===== src/rtl/mswe_pkg.sv =====
// Package for the marquee scroll window engine.
// Holds the configuration layout, register codes, queue entry type and limits.
// No dependencies.
`default_nettype none

package mswe_pkg;

  localparam int COORD_BITS = 16;
  localparam int OMAX = (COORD_BITS >= 16) ? 32767 : (2 ** (COORD_BITS - 1)) - 1;

  localparam int ACC_W = 17;
  localparam logic [ACC_W-1:0] ACC_MAX = {ACC_W{1'b1}};

  localparam int CFG_IDX_W  = 3;
  localparam int CFG_DATA_W = 16;

  localparam int OPT_ONCE = 0;
  localparam int OPT_RTL  = 1;

  localparam logic MODE_BOUNCE = 1'b0;
  localparam logic MODE_WRAP   = 1'b1;

  localparam int QDEPTH = 2;
  localparam int QPTR_W = (QDEPTH > 1) ? $clog2(QDEPTH) : 1;
  localparam int QCNT_W = $clog2(QDEPTH + 1);

  typedef enum logic [CFG_IDX_W-1:0] {
    REG_TICK_PERIOD    = 3'd0,
    REG_STEP_SIZE      = 3'd1,
    REG_OVERFLOW_LIMIT = 3'd2,
    REG_WINDOW_LEN     = 3'd3,
    REG_CONTENT_LEN    = 3'd4,
    REG_LOOP_GAP       = 3'd5,
    REG_SCROLL_MODE    = 3'd6,
    REG_OPTIONS        = 3'd7
  } cfg_reg_e;

  typedef struct packed {
    logic        [15:0] tick_period;
    logic        [7:0]  step_size;
    logic signed [15:0] overflow_limit;
    logic        [12:0] window_len;
    logic        [14:0] content_len;
    logic        [9:0]  loop_gap;
    logic               scroll_mode;
    logic        [1:0]  options;
  } cfg_t;

  // one tick's result after the state update, waiting for segment mapping
  typedef struct packed {
    logic signed [15:0] offset;
    logic               done;
    logic               stepped;
  } qent_t;

endpackage

`default_nettype wire


===== src/rtl/mswe_if.sv =====
// Channel interfaces for the marquee scroll window engine: tick input,
// result output and configuration write. No dependencies.
`default_nettype none

interface mswe_tick_if;
  logic        valid;
  logic        ready;
  logic [15:0] elapsed_ms;
  logic        hold;
  logic        restart;
  modport source (output valid, elapsed_ms, hold, restart, input ready);
  modport sink   (input valid, elapsed_ms, hold, restart, output ready);
endinterface

interface mswe_res_if;
  logic               valid;
  logic               ready;
  logic signed [15:0] scroll_offset;
  logic               done_res;
  logic               stepped;
  logic               seg1_valid;
  logic        [14:0] seg1_src;
  logic        [12:0] seg1_len;
  logic        [12:0] seg1_dst;
  logic               seg2_valid;
  logic        [14:0] seg2_src;
  logic        [12:0] seg2_len;
  logic        [12:0] seg2_dst;
  modport source (output valid, scroll_offset, done_res, stepped, seg1_valid, seg1_src,
                  seg1_len, seg1_dst, seg2_valid, seg2_src, seg2_len, seg2_dst,
                  input ready);
  modport sink   (input valid, scroll_offset, done_res, stepped, seg1_valid, seg1_src,
                  seg1_len, seg1_dst, seg2_valid, seg2_src, seg2_len, seg2_dst,
                  output ready);
endinterface

interface mswe_cfg_if;
  logic        valid;
  logic        ready;
  logic [2:0]  index;
  logic [15:0] data;
  modport source (output valid, index, data, input ready);
  modport sink   (input valid, index, data, output ready);
endinterface

`default_nettype wire


===== src/rtl/marquee_scroll_window_engine.sv =====
// Marquee scroll window engine, top level: configuration registers, front end,
// queue and segment mapper. Depends on mswe_pkg, mswe_if, mswe_front, mswe_fifo, mswe_back.
// A result passes through the queue and then the output register before res.valid
// rises; a stalled result can hold it in the queue.
// Throughput: one tick per cycle; ticks stall only while the two-entry queue is full
// behind a stalled result. Reset: synchronous, clears scroll state and queue, loads defaults.
`default_nettype none

module marquee_scroll_window_engine
  import mswe_pkg::*;
(
  input  wire logic  clk,
  input  wire logic  rst,
  mswe_tick_if.sink  tick,
  mswe_res_if.source res,
  mswe_cfg_if.sink   cfg
);

  cfg_t  regs;
  logic  q_push, q_in_ready, q_valid, q_pop;
  qent_t q_in, q_out;

  assign cfg.ready = 1'b1;

  always_ff @(posedge clk) begin
    if (rst) begin
      regs.tick_period    <= 16'd20;
      regs.step_size      <= 8'd1;
      regs.overflow_limit <= 16'sd0;
      regs.window_len     <= 13'd128;
      regs.content_len    <= 15'd0;
      regs.loop_gap       <= 10'd16;
      regs.scroll_mode    <= MODE_BOUNCE;
      regs.options        <= 2'd0;
    end else if (cfg.valid) begin
      unique case (cfg_reg_e'(cfg.index))
        REG_TICK_PERIOD:    regs.tick_period    <= cfg.data;
        REG_STEP_SIZE:      regs.step_size      <= cfg.data[7:0];
        REG_OVERFLOW_LIMIT: regs.overflow_limit <= $signed(cfg.data);
        REG_WINDOW_LEN:     regs.window_len     <= cfg.data[12:0];
        REG_CONTENT_LEN:    regs.content_len    <= cfg.data[14:0];
        REG_LOOP_GAP:       regs.loop_gap       <= cfg.data[9:0];
        REG_SCROLL_MODE:    regs.scroll_mode    <= cfg.data[0];
        REG_OPTIONS:        regs.options        <= cfg.data[1:0];
        default: ;
      endcase
    end
  end

  mswe_front u_front (
    .clk     (clk),
    .rst     (rst),
    .tick    (tick),
    .cfg     (regs),
    .q_ready (q_in_ready),
    .q_push  (q_push),
    .q_data  (q_in)
  );

  mswe_fifo u_fifo (
    .clk       (clk),
    .rst       (rst),
    .push      (q_push),
    .push_data (q_in),
    .in_ready  (q_in_ready),
    .pop       (q_pop),
    .out_valid (q_valid),
    .out_data  (q_out)
  );

  mswe_back u_back (
    .clk     (clk),
    .rst     (rst),
    .cfg     (regs),
    .q_valid (q_valid),
    .q_data  (q_out),
    .q_pop   (q_pop),
    .res     (res)
  );

endmodule

`default_nettype wire


===== src/rtl/mswe_front.sv =====
// Front end: accepts tick transactions and updates accumulator, offset,
// direction and done state. Depends on mswe_pkg and mswe_tick_if.
`default_nettype none

module mswe_front
  import mswe_pkg::*;
(
  input  wire logic  clk,
  input  wire logic  rst,
  mswe_tick_if.sink  tick,
  input  wire cfg_t  cfg,
  input  wire logic  q_ready,
  output logic       q_push,
  output qent_t      q_data
);

  logic [ACC_W-1:0]   ms_accum, ms_accum_next;
  logic signed [15:0] offset_reg, offset_reg_next;
  logic               dir_negative, dir_negative_next;
  logic               finished, finished_next;

  logic               rtl, once;
  logic               fin_a, dir_a;
  logic signed [15:0] off_a;
  logic [ACC_W:0]     acc_sum;
  logic [ACC_W-1:0]   acc_sat;
  logic               take;
  logic signed [17:0] mv, n, abs_n, lim, thr, limit_x, n_c;
  logic               stepped;

  localparam logic signed [17:0] OMAX_X = 18'(OMAX);

  assign tick.ready = q_ready;
  assign q_push     = tick.valid && q_ready;

  always_comb begin
    rtl   = cfg.options[OPT_RTL];
    once  = cfg.options[OPT_ONCE];
    fin_a = tick.restart ? 1'b0 : finished;
    off_a = tick.restart ? 16'sd0 : offset_reg;
    dir_a = tick.restart ? rtl : dir_negative;

    acc_sum = {1'b0, ms_accum} + {2'b00, tick.elapsed_ms};
    acc_sat = acc_sum[ACC_W] ? ACC_MAX : acc_sum[ACC_W-1:0];
    take    = acc_sat >= {1'b0, cfg.tick_period};

    limit_x = 18'(cfg.overflow_limit);
    mv      = $signed({10'b0, cfg.step_size});
    n       = 18'(off_a) + (dir_a ? mv : (18'sd0 - mv));
    abs_n   = n[17] ? (18'sd0 - n) : n;
    lim     = (limit_x < OMAX_X) ? limit_x : OMAX_X;
    thr     = limit_x + $signed({5'b0, cfg.window_len}) + $signed({8'b0, cfg.loop_gap});

    ms_accum_next     = ms_accum;
    offset_reg_next   = off_a;
    dir_negative_next = dir_a;
    finished_next     = fin_a;
    stepped           = 1'b0;
    n_c               = n;

    if (!tick.hold && !fin_a) begin
      if (cfg.overflow_limit[15] || cfg.overflow_limit == 16'sd0) begin
        offset_reg_next = 16'sd0;
        if (once) finished_next = 1'b1;
      end else begin
        ms_accum_next = acc_sat;
        if (take) begin
          ms_accum_next = acc_sat - {1'b0, cfg.tick_period};
          stepped       = 1'b1;
          if (cfg.scroll_mode == MODE_BOUNCE) begin
            if (abs_n > lim) begin
              n_c               = n[17] ? (18'sd0 - lim) : lim;
              dir_negative_next = !dir_a;
              if (once) finished_next = 1'b1;
            end
          end else begin
            if (abs_n > thr || abs_n > OMAX_X) begin
              n_c               = 18'sd0;
              dir_negative_next = rtl;
              if (once) finished_next = 1'b1;
            end
          end
          offset_reg_next = n_c[15:0];
        end
      end
    end

    q_data.offset  = offset_reg_next;
    q_data.done    = finished_next;
    q_data.stepped = stepped;
  end

  always_ff @(posedge clk) begin
    if (rst) begin
      ms_accum     <= '0;
      offset_reg   <= '0;
      dir_negative <= 1'b0;
      finished     <= 1'b0;
    end else if (q_push) begin
      ms_accum     <= ms_accum_next;
      offset_reg   <= offset_reg_next;
      dir_negative <= dir_negative_next;
      finished     <= finished_next;
    end
  end

endmodule

`default_nettype wire


===== src/rtl/mswe_fifo.sv =====
// Short queue between the front end and the segment mapper.
// Depends on mswe_pkg (depth, entry type).
`default_nettype none

module mswe_fifo
  import mswe_pkg::*;
(
  input  wire logic  clk,
  input  wire logic  rst,
  input  wire logic  push,
  input  wire qent_t push_data,
  output logic       in_ready,
  input  wire logic  pop,
  output logic       out_valid,
  output qent_t      out_data
);

  qent_t             mem [QDEPTH];
  logic [QPTR_W-1:0] wr_ptr, rd_ptr;
  logic [QCNT_W-1:0] count;

  assign in_ready  = count != QCNT_W'(QDEPTH);
  assign out_valid = count != '0;
  assign out_data  = mem[rd_ptr];

  function automatic logic [QPTR_W-1:0] ptr_inc(input logic [QPTR_W-1:0] p);
    return (p == QPTR_W'(QDEPTH - 1)) ? '0 : p + 1'b1;
  endfunction

  always_ff @(posedge clk) begin
    if (push) mem[wr_ptr] <= push_data;
  end

  always_ff @(posedge clk) begin
    if (rst) begin
      wr_ptr <= '0;
      rd_ptr <= '0;
      count  <= '0;
    end else begin
      if (push) wr_ptr <= ptr_inc(wr_ptr);
      if (pop)  rd_ptr <= ptr_inc(rd_ptr);
      case ({push, pop})
        2'b10:   count <= count + 1'b1;
        2'b01:   count <= count - 1'b1;
        default: count <= count;
      endcase
    end
  end

`ifndef SYNTHESIS
  a_cnt_bound: assert property (@(posedge clk) disable iff (rst)
    count <= QCNT_W'(QDEPTH))
    else $error("queue count above depth");
  a_push_only: assert property (@(posedge clk) disable iff (rst)
    push && !pop |=> count == $past(count) + 1'b1)
    else $error("queue count did not grow on push");
  a_pop_only: assert property (@(posedge clk) disable iff (rst)
    !push && pop |=> count == $past(count) - 1'b1)
    else $error("queue count did not shrink on pop");
  a_pop_valid: assert property (@(posedge clk) disable iff (rst)
    pop |-> out_valid)
    else $error("pop from empty queue");
`endif

endmodule

`default_nettype wire


===== src/rtl/mswe_back.sv =====
// Back end: maps the queued offset to the two window segments and holds the
// result in an output register. Depends on mswe_pkg and mswe_res_if.
`default_nettype none

module mswe_back
  import mswe_pkg::*;
(
  input  wire logic  clk,
  input  wire logic  rst,
  input  wire cfg_t  cfg,
  input  wire logic  q_valid,
  input  wire qent_t q_data,
  output logic       q_pop,
  mswe_res_if.source res
);

  typedef struct packed {
    logic signed [15:0] scroll_offset;
    logic               done_res;
    logic               stepped;
    logic               seg1_valid;
    logic        [14:0] seg1_src;
    logic        [12:0] seg1_len;
    logic        [12:0] seg1_dst;
    logic               seg2_valid;
    logic        [14:0] seg2_src;
    logic        [12:0] seg2_len;
    logic        [12:0] seg2_dst;
  } res_t;

  res_t               res_q, res_next;
  logic               res_valid;
  logic               mirror;
  logic signed [18:0] t, w, gap, off, s1, s1w, vs, ve, w2, w2c, len2, d1, d2;

  assign q_pop = q_valid && (!res_valid || res.ready);

  always_comb begin
    mirror = cfg.options[OPT_RTL];
    t      = $signed({4'b0, cfg.content_len});
    w      = $signed({6'b0, cfg.window_len});
    gap    = $signed({9'b0, cfg.loop_gap});
    off    = 19'(q_data.offset);
    s1     = mirror ? (t - w - off) : (19'sd0 - off);
    s1w    = s1 + w;
    vs     = s1[18] ? 19'sd0 : s1;
    ve     = (s1w > t) ? t : s1w;
    w2     = mirror ? (19'sd0 - (s1 + gap)) : (s1w - (t + gap));
    w2c    = (w2 > w) ? w : w2;
    len2   = (w2c > t) ? t : w2c;
    d1     = ve - vs;
    d2     = vs - s1;

    res_next               = '0;
    res_next.scroll_offset = q_data.offset;
    res_next.done_res      = q_data.done;
    res_next.stepped       = q_data.stepped;
    if (ve > vs) begin
      res_next.seg1_valid = 1'b1;
      res_next.seg1_src   = vs[14:0];
      res_next.seg1_len   = d1[12:0];
      res_next.seg1_dst   = d2[12:0];
    end
    if (cfg.scroll_mode == MODE_WRAP && w2 > 19'sd0 && len2 > 19'sd0) begin
      res_next.seg2_valid = 1'b1;
      res_next.seg2_len   = len2[12:0];
      if (mirror) begin
        res_next.seg2_src = 15'(t - len2);
        res_next.seg2_dst = 13'(w2c - len2);
      end else begin
        res_next.seg2_src = '0;
        res_next.seg2_dst = 13'(w - w2c);
      end
    end
  end

  always_ff @(posedge clk) begin
    if (rst) begin
      res_valid <= 1'b0;
    end else if (q_pop) begin
      res_valid <= 1'b1;
    end else if (res.ready) begin
      res_valid <= 1'b0;
    end
  end

  always_ff @(posedge clk) begin
    if (q_pop) res_q <= res_next;
  end

  assign res.valid         = res_valid;
  assign res.scroll_offset = res_q.scroll_offset;
  assign res.done_res      = res_q.done_res;
  assign res.stepped       = res_q.stepped;
  assign res.seg1_valid    = res_q.seg1_valid;
  assign res.seg1_src      = res_q.seg1_src;
  assign res.seg1_len      = res_q.seg1_len;
  assign res.seg1_dst      = res_q.seg1_dst;
  assign res.seg2_valid    = res_q.seg2_valid;
  assign res.seg2_src      = res_q.seg2_src;
  assign res.seg2_len      = res_q.seg2_len;
  assign res.seg2_dst      = res_q.seg2_dst;

endmodule

`default_nettype wire


===== src/flat_wrapper.sv =====
// flat-port wrapper written by rule: the top's interface ports become plain ports
module marquee_scroll_window_engine_flat import mswe_pkg::*;
  (clk, rst, tick_valid, tick_elapsed_ms, tick_hold, tick_restart, tick_ready, res_valid, res_scroll_offset, res_done_res, res_stepped, res_seg1_valid, res_seg1_src, res_seg1_len, res_seg1_dst, res_seg2_valid, res_seg2_src, res_seg2_len, res_seg2_dst, res_ready, cfg_valid, cfg_index, cfg_data, cfg_ready);
  mswe_tick_if tick_i ();
  mswe_res_if res_i ();
  mswe_cfg_if cfg_i ();
  input  wire logic clk;
  input  wire logic rst;
  input wire logic [$bits(tick_i.valid)-1:0] tick_valid;
  input wire logic [$bits(tick_i.elapsed_ms)-1:0] tick_elapsed_ms;
  input wire logic [$bits(tick_i.hold)-1:0] tick_hold;
  input wire logic [$bits(tick_i.restart)-1:0] tick_restart;
  output wire logic [$bits(tick_i.ready)-1:0] tick_ready;
  output wire logic [$bits(res_i.valid)-1:0] res_valid;
  output wire logic [$bits(res_i.scroll_offset)-1:0] res_scroll_offset;
  output wire logic [$bits(res_i.done_res)-1:0] res_done_res;
  output wire logic [$bits(res_i.stepped)-1:0] res_stepped;
  output wire logic [$bits(res_i.seg1_valid)-1:0] res_seg1_valid;
  output wire logic [$bits(res_i.seg1_src)-1:0] res_seg1_src;
  output wire logic [$bits(res_i.seg1_len)-1:0] res_seg1_len;
  output wire logic [$bits(res_i.seg1_dst)-1:0] res_seg1_dst;
  output wire logic [$bits(res_i.seg2_valid)-1:0] res_seg2_valid;
  output wire logic [$bits(res_i.seg2_src)-1:0] res_seg2_src;
  output wire logic [$bits(res_i.seg2_len)-1:0] res_seg2_len;
  output wire logic [$bits(res_i.seg2_dst)-1:0] res_seg2_dst;
  input wire logic [$bits(res_i.ready)-1:0] res_ready;
  input wire logic [$bits(cfg_i.valid)-1:0] cfg_valid;
  input wire logic [$bits(cfg_i.index)-1:0] cfg_index;
  input wire logic [$bits(cfg_i.data)-1:0] cfg_data;
  output wire logic [$bits(cfg_i.ready)-1:0] cfg_ready;
  assign tick_i.valid = tick_valid;
  assign tick_i.elapsed_ms = tick_elapsed_ms;
  assign tick_i.hold = tick_hold;
  assign tick_i.restart = tick_restart;
  assign tick_ready = tick_i.ready;
  assign res_valid = res_i.valid;
  assign res_scroll_offset = res_i.scroll_offset;
  assign res_done_res = res_i.done_res;
  assign res_stepped = res_i.stepped;
  assign res_seg1_valid = res_i.seg1_valid;
  assign res_seg1_src = res_i.seg1_src;
  assign res_seg1_len = res_i.seg1_len;
  assign res_seg1_dst = res_i.seg1_dst;
  assign res_seg2_valid = res_i.seg2_valid;
  assign res_seg2_src = res_i.seg2_src;
  assign res_seg2_len = res_i.seg2_len;
  assign res_seg2_dst = res_i.seg2_dst;
  assign res_i.ready = res_ready;
  assign cfg_i.valid = cfg_valid;
  assign cfg_i.index = cfg_index;
  assign cfg_i.data = cfg_data;
  assign cfg_ready = cfg_i.ready;
  marquee_scroll_window_engine u_core (.clk(clk), .rst(rst), .tick(tick_i), .res(res_i), .cfg(cfg_i));
endmodule

===== config.mk =====
export PLATFORM = sky130hd
export DESIGN_NAME = marquee_scroll_window_engine_flat
export DESIGN_NICKNAME = d
export VERILOG_FILES = /design/src/rtl/mswe_pkg.sv /design/src/rtl/mswe_if.sv /design/src/rtl/marquee_scroll_window_engine.sv /design/src/rtl/mswe_front.sv /design/src/rtl/mswe_fifo.sv /design/src/rtl/mswe_back.sv /design/src/flat_wrapper.sv
export SDC_FILE = /design/constraint.sdc
export NUM_CORES = 1
export LEC_CHECK = 0
export BUFFER_PORTS_ARGS = -buffer_cell sky130_fd_sc_hd__buf_2
export CORE_MARGIN = 2
export CORE_UTILIZATION = 50
export CTS_CLUSTER_DIAMETER = 60
export DETAILED_ROUTE_END_ITERATION = 10
export PLACE_DENSITY = 0.74
export SYNTH_ARGS = -nofsm -noshare
export SYNTH_HDL_FRONTEND = slang
export SYNTH_HIERARCHICAL = 1
export SYNTH_SLANG_ARGS = --single-unit

===== constraint.sdc =====
create_clock -name clk -period 33.3 [get_ports clk]
set_clock_uncertainty 0.2 [all_clocks]
set_input_delay 1.665 -clock clk [delete_from_list [all_inputs] [get_ports clk]]
set_output_delay 1.665 -clock clk [all_outputs]
set_load 0.05 [all_outputs]

Yosys cells after proc, flatten, opt, wreduce, memory -nomap -nowiden --
Memory sizes are Yosys's and may differ from the RTL's. A register that Yosys moved wholly into a read port is not among the register bits. Index checks and enable logic that the tools add are counted.
Cells by class: $add $sub $neg 25, order comparisons 11, equal/unequal tests 10, mux-type cells 50, bitwise gates (word level) 1, reduce and logical (&&, ||, !) cells 27
Operator list (count):
- two-way mux 16 bit | 8
- two-way mux 19 bit | 5
- two-way mux 42 bit | 2
- two-way mux 18 bit | 4
- subtractor 13 bit | 4
- > comparator 19 x 1 -> 1 bit, second input constant | 2
- > comparator 19 x 16 -> 1 bit | 2
- > comparator 18 bit | 2
- two-way mux 17 bit | 2
- two-way mux 1 bit | 26
- adder 19 x 11 -> 19 bit | 1
- adder 19 x 14 -> 19 bit | 1
- > comparator 19 x 14 -> 1 bit | 1
- > comparator 19 bit | 1
- subtractor 1 x 19 -> 19 bit, first input constant | 1
- subtractor 19 x 17 -> 19 bit | 1
- adder 16 x 18 -> 18 bit | 1
- adder 17 x 11 -> 18 bit | 1
- adder 17 x 16 -> 18 bit | 1
- > comparator 18 x 16 -> 1 bit, second input constant | 1
- AND reduction 2 bit | 9
- subtractor 1 x 18 -> 18 bit, first input constant | 1
- adder 16 x 14 -> 17 bit | 1
- greater-or-equal comparator 17 x 16 -> 1 bit | 1
- other kinds (29) | 45
Storage, ports and cells: register bits 223, memory bits (writable) 36, output and inout port bits 105, word-level logic and storage cells 152, memories kept 1
Memory list:
- u_core.u_fifo.mem | words 2, width 18, rd ports 1, clocked after Yosys merged registers in 1, write ports 1, line mswe_fifo.sv:18 | qent_t mem [QDEPTH];

Depth between registers and ports, before layout --
depth after elaboration 13, depth in mapped cells 69, mapped depth without buffers 67

Modules after synthesis --
Netlist, hierarchy kept.
Modules (own cells, without submodules):
- mswe_back | times used 1, cells each 1551, area an instance 13032.5 sq um, sequential area each 3083.0 sq um
- mswe_front | times used 1, cells each 962, area an instance 7260.7 sq um, sequential area each 700.7 sq um
- marquee_scroll_window_engine | times used 1, cells each 300, area an instance 3271.9 sq um, sequential area each 1621.6 sq um
- mswe_fifo | times used 1, cells each 78, area an instance 1501.4 sq um, sequential area each 1181.1 sq um

Worst setup path before layout --
No wires, ideal clock.
path type register -> register, start point register u_core/regs[29] in the netlist's numbering, end point register u_core.u_back.res_q (netlist bit u_core/u_back/res.seg2_dst[12]) (data pin), setup time 257 ps, arrival 12772 ps, data required time 32843 ps, slack 20071 ps, stages on the path, launching flop included 66, path buffers 2, cells stage by stage dfxtp_1 -> inv_1 -> ha_1 -> nor2b_1 -> o21ai_0 -> a21oi_1 -> o21ai_0 -> a21oi_1 -> o21ai_0 -> a21oi_1 -> o21ai_0 -> a21oi_1 -> nor3_1 -> ha_1 -> nand3_1 -> a21oi_1 -> a221oi_1 -> xnor2_1 -> [... 30 more ...] -> nor2_1 -> clkbuf_1 -> mux2i_1 -> ha_1 -> nor2b_1 -> o21ai_0 -> a21boi_0 -> o21ai_0 -> a21boi_0 -> o21ai_0 -> a21boi_0 -> o21ai_0 -> nand2b_1 -> a31oi_1 -> and4_1 -> o221ai_1 -> nand4_1 -> nor3_1
Between the ends: word-level cells in the longest chain between the ends 12, elaborated cells on any way between the ends 19, those cells by class add/sub: 8; order compare: 4; mux: 5; reduce/logical: 2
Ends and longest elaborated chain:
- from (decl) | line marquee_scroll_window_engine.sv:19 | cfg_t regs;
- subtractor 15 x 13 -> 16 bit | line mswe_back.sv:44 | s1 = mirror ? (t - w - off) : (19'sd0 - off);
- subtractor 16 x 16 -> 17 bit | line mswe_back.sv:44
- two-way mux 19 bit | line mswe_back.sv:44
- adder 19 x 14 -> 19 bit or adder 19 x 11 -> 19 bit (tied branches) | line mswe_back.sv:45, mswe_back.sv:48
- subtractor 19 x 17 -> 19 bit or subtractor 1 x 19 -> 19 bit (tied branches) | line mswe_back.sv:48 | w2 = mirror ? (19'sd0 - (s1 + gap)) : (s1w - (t + gap));
- two-way mux 19 bit | line mswe_back.sv:48
- > comparator 19 x 14 -> 1 bit | line mswe_back.sv:49 | w2c = (w2 > w) ? w : w2;
- two-way mux 19 bit | line mswe_back.sv:49
- > comparator 19 x 16 -> 1 bit | line mswe_back.sv:50 | len2 = (w2c > t) ? t : w2c;
- two-way mux 19 bit | line mswe_back.sv:50
- subtractor 13 bit or > comparator 19 x 1 -> 1 bit (tied branches) | line mswe_back.sv:69, mswe_back.sv:64
- two-way mux 13 bit or logical AND 1 bit (tied branches) | line mswe_back.sv:67, mswe_back.sv:64
- to (signal assigned) | line mswe_back.sv:88 | if (q_pop) res_q <= res_next;
- to (decl) | line mswe_back.sv:31 | res_t res_q, res_next;
Parallel ways exist; a longest one is shown, timed or not. A chain may end at the register's enable or synchronous reset.

Final worst setup path --
start point register u_core/regs[29] in the netlist's numbering, end point register u_core.u_back.res_q (netlist bit u_core/u_back/res.seg2_src[13]) (data pin)
Between the ends: word-level cells in the longest chain between the ends 13, elaborated cells on any way between the ends 18, those cells by class add/sub: 7; order compare: 4; mux: 4; reduce/logical: 3
Ends and longest elaborated chain:
- subtractor 15 x 13 -> 16 bit | line mswe_back.sv:44
- subtractor 16 x 16 -> 17 bit | line mswe_back.sv:44
- two-way mux 19 bit | line mswe_back.sv:44
- adder 19 x 14 -> 19 bit or adder 19 x 11 -> 19 bit (tied branches) | line mswe_back.sv:45, mswe_back.sv:48
- subtractor 19 x 17 -> 19 bit or subtractor 1 x 19 -> 19 bit (tied branches) | line mswe_back.sv:48
- two-way mux 19 bit | line mswe_back.sv:48
- > comparator 19 x 14 -> 1 bit | line mswe_back.sv:49
- two-way mux 19 bit * | line mswe_back.sv:49
- > comparator 19 x 16 -> 1 bit | line mswe_back.sv:50
- two-way mux 19 bit * | line mswe_back.sv:50
- net u_core.u_back.len2[1] | line mswe_back.sv:34 | logic signed [18:0] t, w, gap, off, s1, s1w, vs, ve, w2, w2c, len2, d1, d2;
- > comparator 19 x 1 -> 1 bit | line mswe_back.sv:64 | if (cfg.scroll_mode == MODE_WRAP && w2 > 19'sd0 && len2 > 19'sd0) begin
- logical AND 1 bit | line mswe_back.sv:64
- AND reduction 2 bit (no source line)
The timed path passes the listed nets; every way through them passes the cells marked *.

==> impl_metrics.tcl <==
set metrics [dict create \
    via_per_inst 6.01 \
    avgSynthCellArea_um2 8.67 \
    period_needed_ns 16.19 \
    cts_root_buffer "clkbuf_16" \
    synth-seq-cells 260 \
    grt_pass1_vias 21957 \
    gp_congestion 1.03 \
    routedWlPerCell_um 21.6 \
    max_freq_ghz 0.0618 \
    critical_path_required_ns 33.48 \
    core-area_um2 49900 \
    first_iter_violations 1859 \
    synth_cell_type_count 113 \
    clk_pin_slew_ns 0.06 \
    postRouteAntennaNets 0 \
    drv_slew 0 \
    io_pins 147 \
    nFillCells 4622 \
    drt-total-wl_um 80300 \
    path_class "reg -> reg" \
    regMostFlops "u_core/regs" \
    cp_data_arrival_time_ns 16.38 \
    die_h_um 228 \
    finalCritPeriodShare 0.486 \
    die_x_um 228 \
    cts_hold_buf 0 \
    outcome "finished, final reports clean" \
    r2r_start "u_core/regs[29]$_SDFFE_PP0P_" \
    crit_top_cell "a21oi_1" \
    layout_commonest_cell "ha_1" \
    yosys.area.top_type "edfxtp_1" \
    most-common-layout-cells "ha_1 (299), inv_1 (248), nor2_1 (232)" \
    grt_pass1_wl_um 124000 \
    cts.htree.levels 2 \
    largest_register_ffs 81 \
    track_usage 0.300 \
    cts_resized 0 \
    synthToLayoutAreaGrowth_pct 10.8 \
    reg.largest.list "u_core/regs (81), u_core/u_fifo/mem (36), u_core/u_front/ms_accum (17)" \
    max-cap-violations 0 \
    cp_slowest_cell "dfxtp_1" \
    cp_max_fo 21 \
    report.final.setup_viol 0 \
    finalHoldViolCount 0 \
    max_stage_delay_ns 0.64 \
    hp-start "u_core/u_front/ms_accum[0]$_SDFFE_PP0P_" \
    startpoint "u_core/regs[29]$_SDFFE_PP0P_" \
    worstSkewPairLatency_ns 0.56 \
    firstDrtPassIters 6 \
    cts.sinks 260 \
    die_area_um2 51900 \
    fin_setup_tns_ns 0 \
    ys_seq_area_frac 0.263 \
    n_antenna_cell 0 \
    placed_cells_incl_taps 3653 \
    cp_top_family "compound AO/OA/AOI/OAI gates" \
    cts_tree "built" \
    whs_path_depth 2 \
    vias 22338 \
    netlist_area_um2 25100 \
    crit_buf_inv 5 \
    synth-edff-count 138 \
    reg2reg_slack_ns 17.11 \
    overflow 0 \
    synth_flop_cell "edfxtp_1" \
    grt_max_degree 88 \
    worstMarginPinSlew_ns 1.14 \
    met3_usage 0.0464 \
    drive_gt1_frac 0.110 \
    synth_top_area_frac 0.165 \
    ff2ff_path_depth 66 \
    grtUsageMet1 0.378 \
    port_buffers 145 \
    ys_async_sr_fraction 0 \
    fp-row-count 82 \
    antenna_found_initial 0 \
    ys_top_cells_by_area "edfxtp_1 (17%), ha_1 (15%), dfxtp_1 (9.7%), mux2i_1 (4.9%), xnor2_1 (4.3%)" \
    fin_cells 3716 \
    drc 0 \
    cp-start-kind "flop" \
    path_depth 66 \
    numCtsBuffers 35 \
    grt-busiest-layer "met2" \
    synthCells 2891 \
    start_util 0.503 \
    yosys_warnings 6 \
    cts_buffer_depth 3 \
    worstSetupEndpointType "flop" \
    fin_nets 3383 \
    dp_hpwl_um 63100 \
    holdCritPathClass "reg -> reg" \
    rsz0062_at_grt "false" \
    relSlewSlack 0.231 \
    post-cts-setup-buffers 0 \
    grt_use_met2 0.512 \
]
-- final timing paths --
kind                                                        to
setup / recovery  u_core/u_back/res.seg2_src[13]$_SDFFCE_PN0P_
setup reg to reg  u_core/u_back/res.seg2_src[13]$_SDFFCE_PN0P_
hold reg to reg        u_core/u_front/ms_accum[0]$_SDFFE_PP0P_
hold / removal         u_core/u_front/ms_accum[0]$_SDFFE_PP0P_
-- cell usage after synthesis, types with 30 or more instances --
| cell | n |
|---|---|
| ha_1 | 299 |
| inv_1 | 248 |
| nor2_1 | 233 |
| a21oi_1 | 182 |
| nand2_1 | 162 |
| o21ai_0 | 162 |
| nand2b_1 | 143 |
| edfxtp_1 | 138 |
| xnor2_1 | 123 |
| dfxtp_1 | 122 |
| mux2i_1 | 122 |
| a21o_1 | 73 |
| clkbuf_1 | 60 |
| nor2b_1 | 58 |
| xor2_1 | 55 |
| nor3_1 | 54 |
| nand3_1 | 48 |
| a211oi_1 | 45 |
| nand4_1 | 36 |
| o21a_1 | 30 |
-- layer usage --
metal  wire length (um)  share of wire
met1              33600           0.42
met4               3300          0.041
met2              38400           0.48
met3               5050          0.063
met5                  0              0
-- kinds of logic after synthesis --
| group | Yosys count | synth area share |
|---|---|---|
| xor+xnor | 185 | 0.0678 |
| compound gates | 730 | 0.194 |
| mux | 163 | 0.0673 |
| simple gates | 885 | 0.184 |
| flops | 260 | 0.263 |
| fa+ha+maj | 324 | 0.169 |
| buf+inv | 342 | 0.0550 |
| other cells | 2 | 0.000300 |
-- area by class of cell --
class                      count  area, um2  share of cell area
inverter                     250        938              0.0338
clock buffer                  42        946              0.0341
clock inverter                21        292              0.0105
tap                          672        841              0.0303
multi-input combinational   2290      17200               0.618
timing repair buffer         181        998              0.0360
sequential                   260       6590               0.237
-- metrics by stage --
step | cell area, um2 | hold slack, ns | utilization | setup slack, ns
final | 27800 | 0.271 | 0.557 | 17.11
after CTS | 27800 | 0.267 | 0.557 | 17.55
after floorplan | 25100 | 0.236 | - | 20.07
after global routing | 27800 | 0.282 | 0.557 | 15.86
after detailed placement | 26500 | 0.254 | 0.532 | 17.66
after global placement | 26500 | 0.245 | 0.532 | 18.30
-- worst reg2reg max path, delay by kind of cell (launching register included) --
| family | cells | cell delay [ns] |
|---|---|---|
| mux | 1 | 0.50 |
| flops | 1 | 0.64 |
| xor+xnor | 2 | 0.48 |
| fa+ha+maj | 7 | 2.24 |
| simple gates | 15 | 3.10 |
| compound gates | 36 | 7.85 |
| buf+inv | 5 | 1.02 |
Power is not shown: default switching activity piles up to over one toggle a cycle in this logic, so the estimate is an artifact.
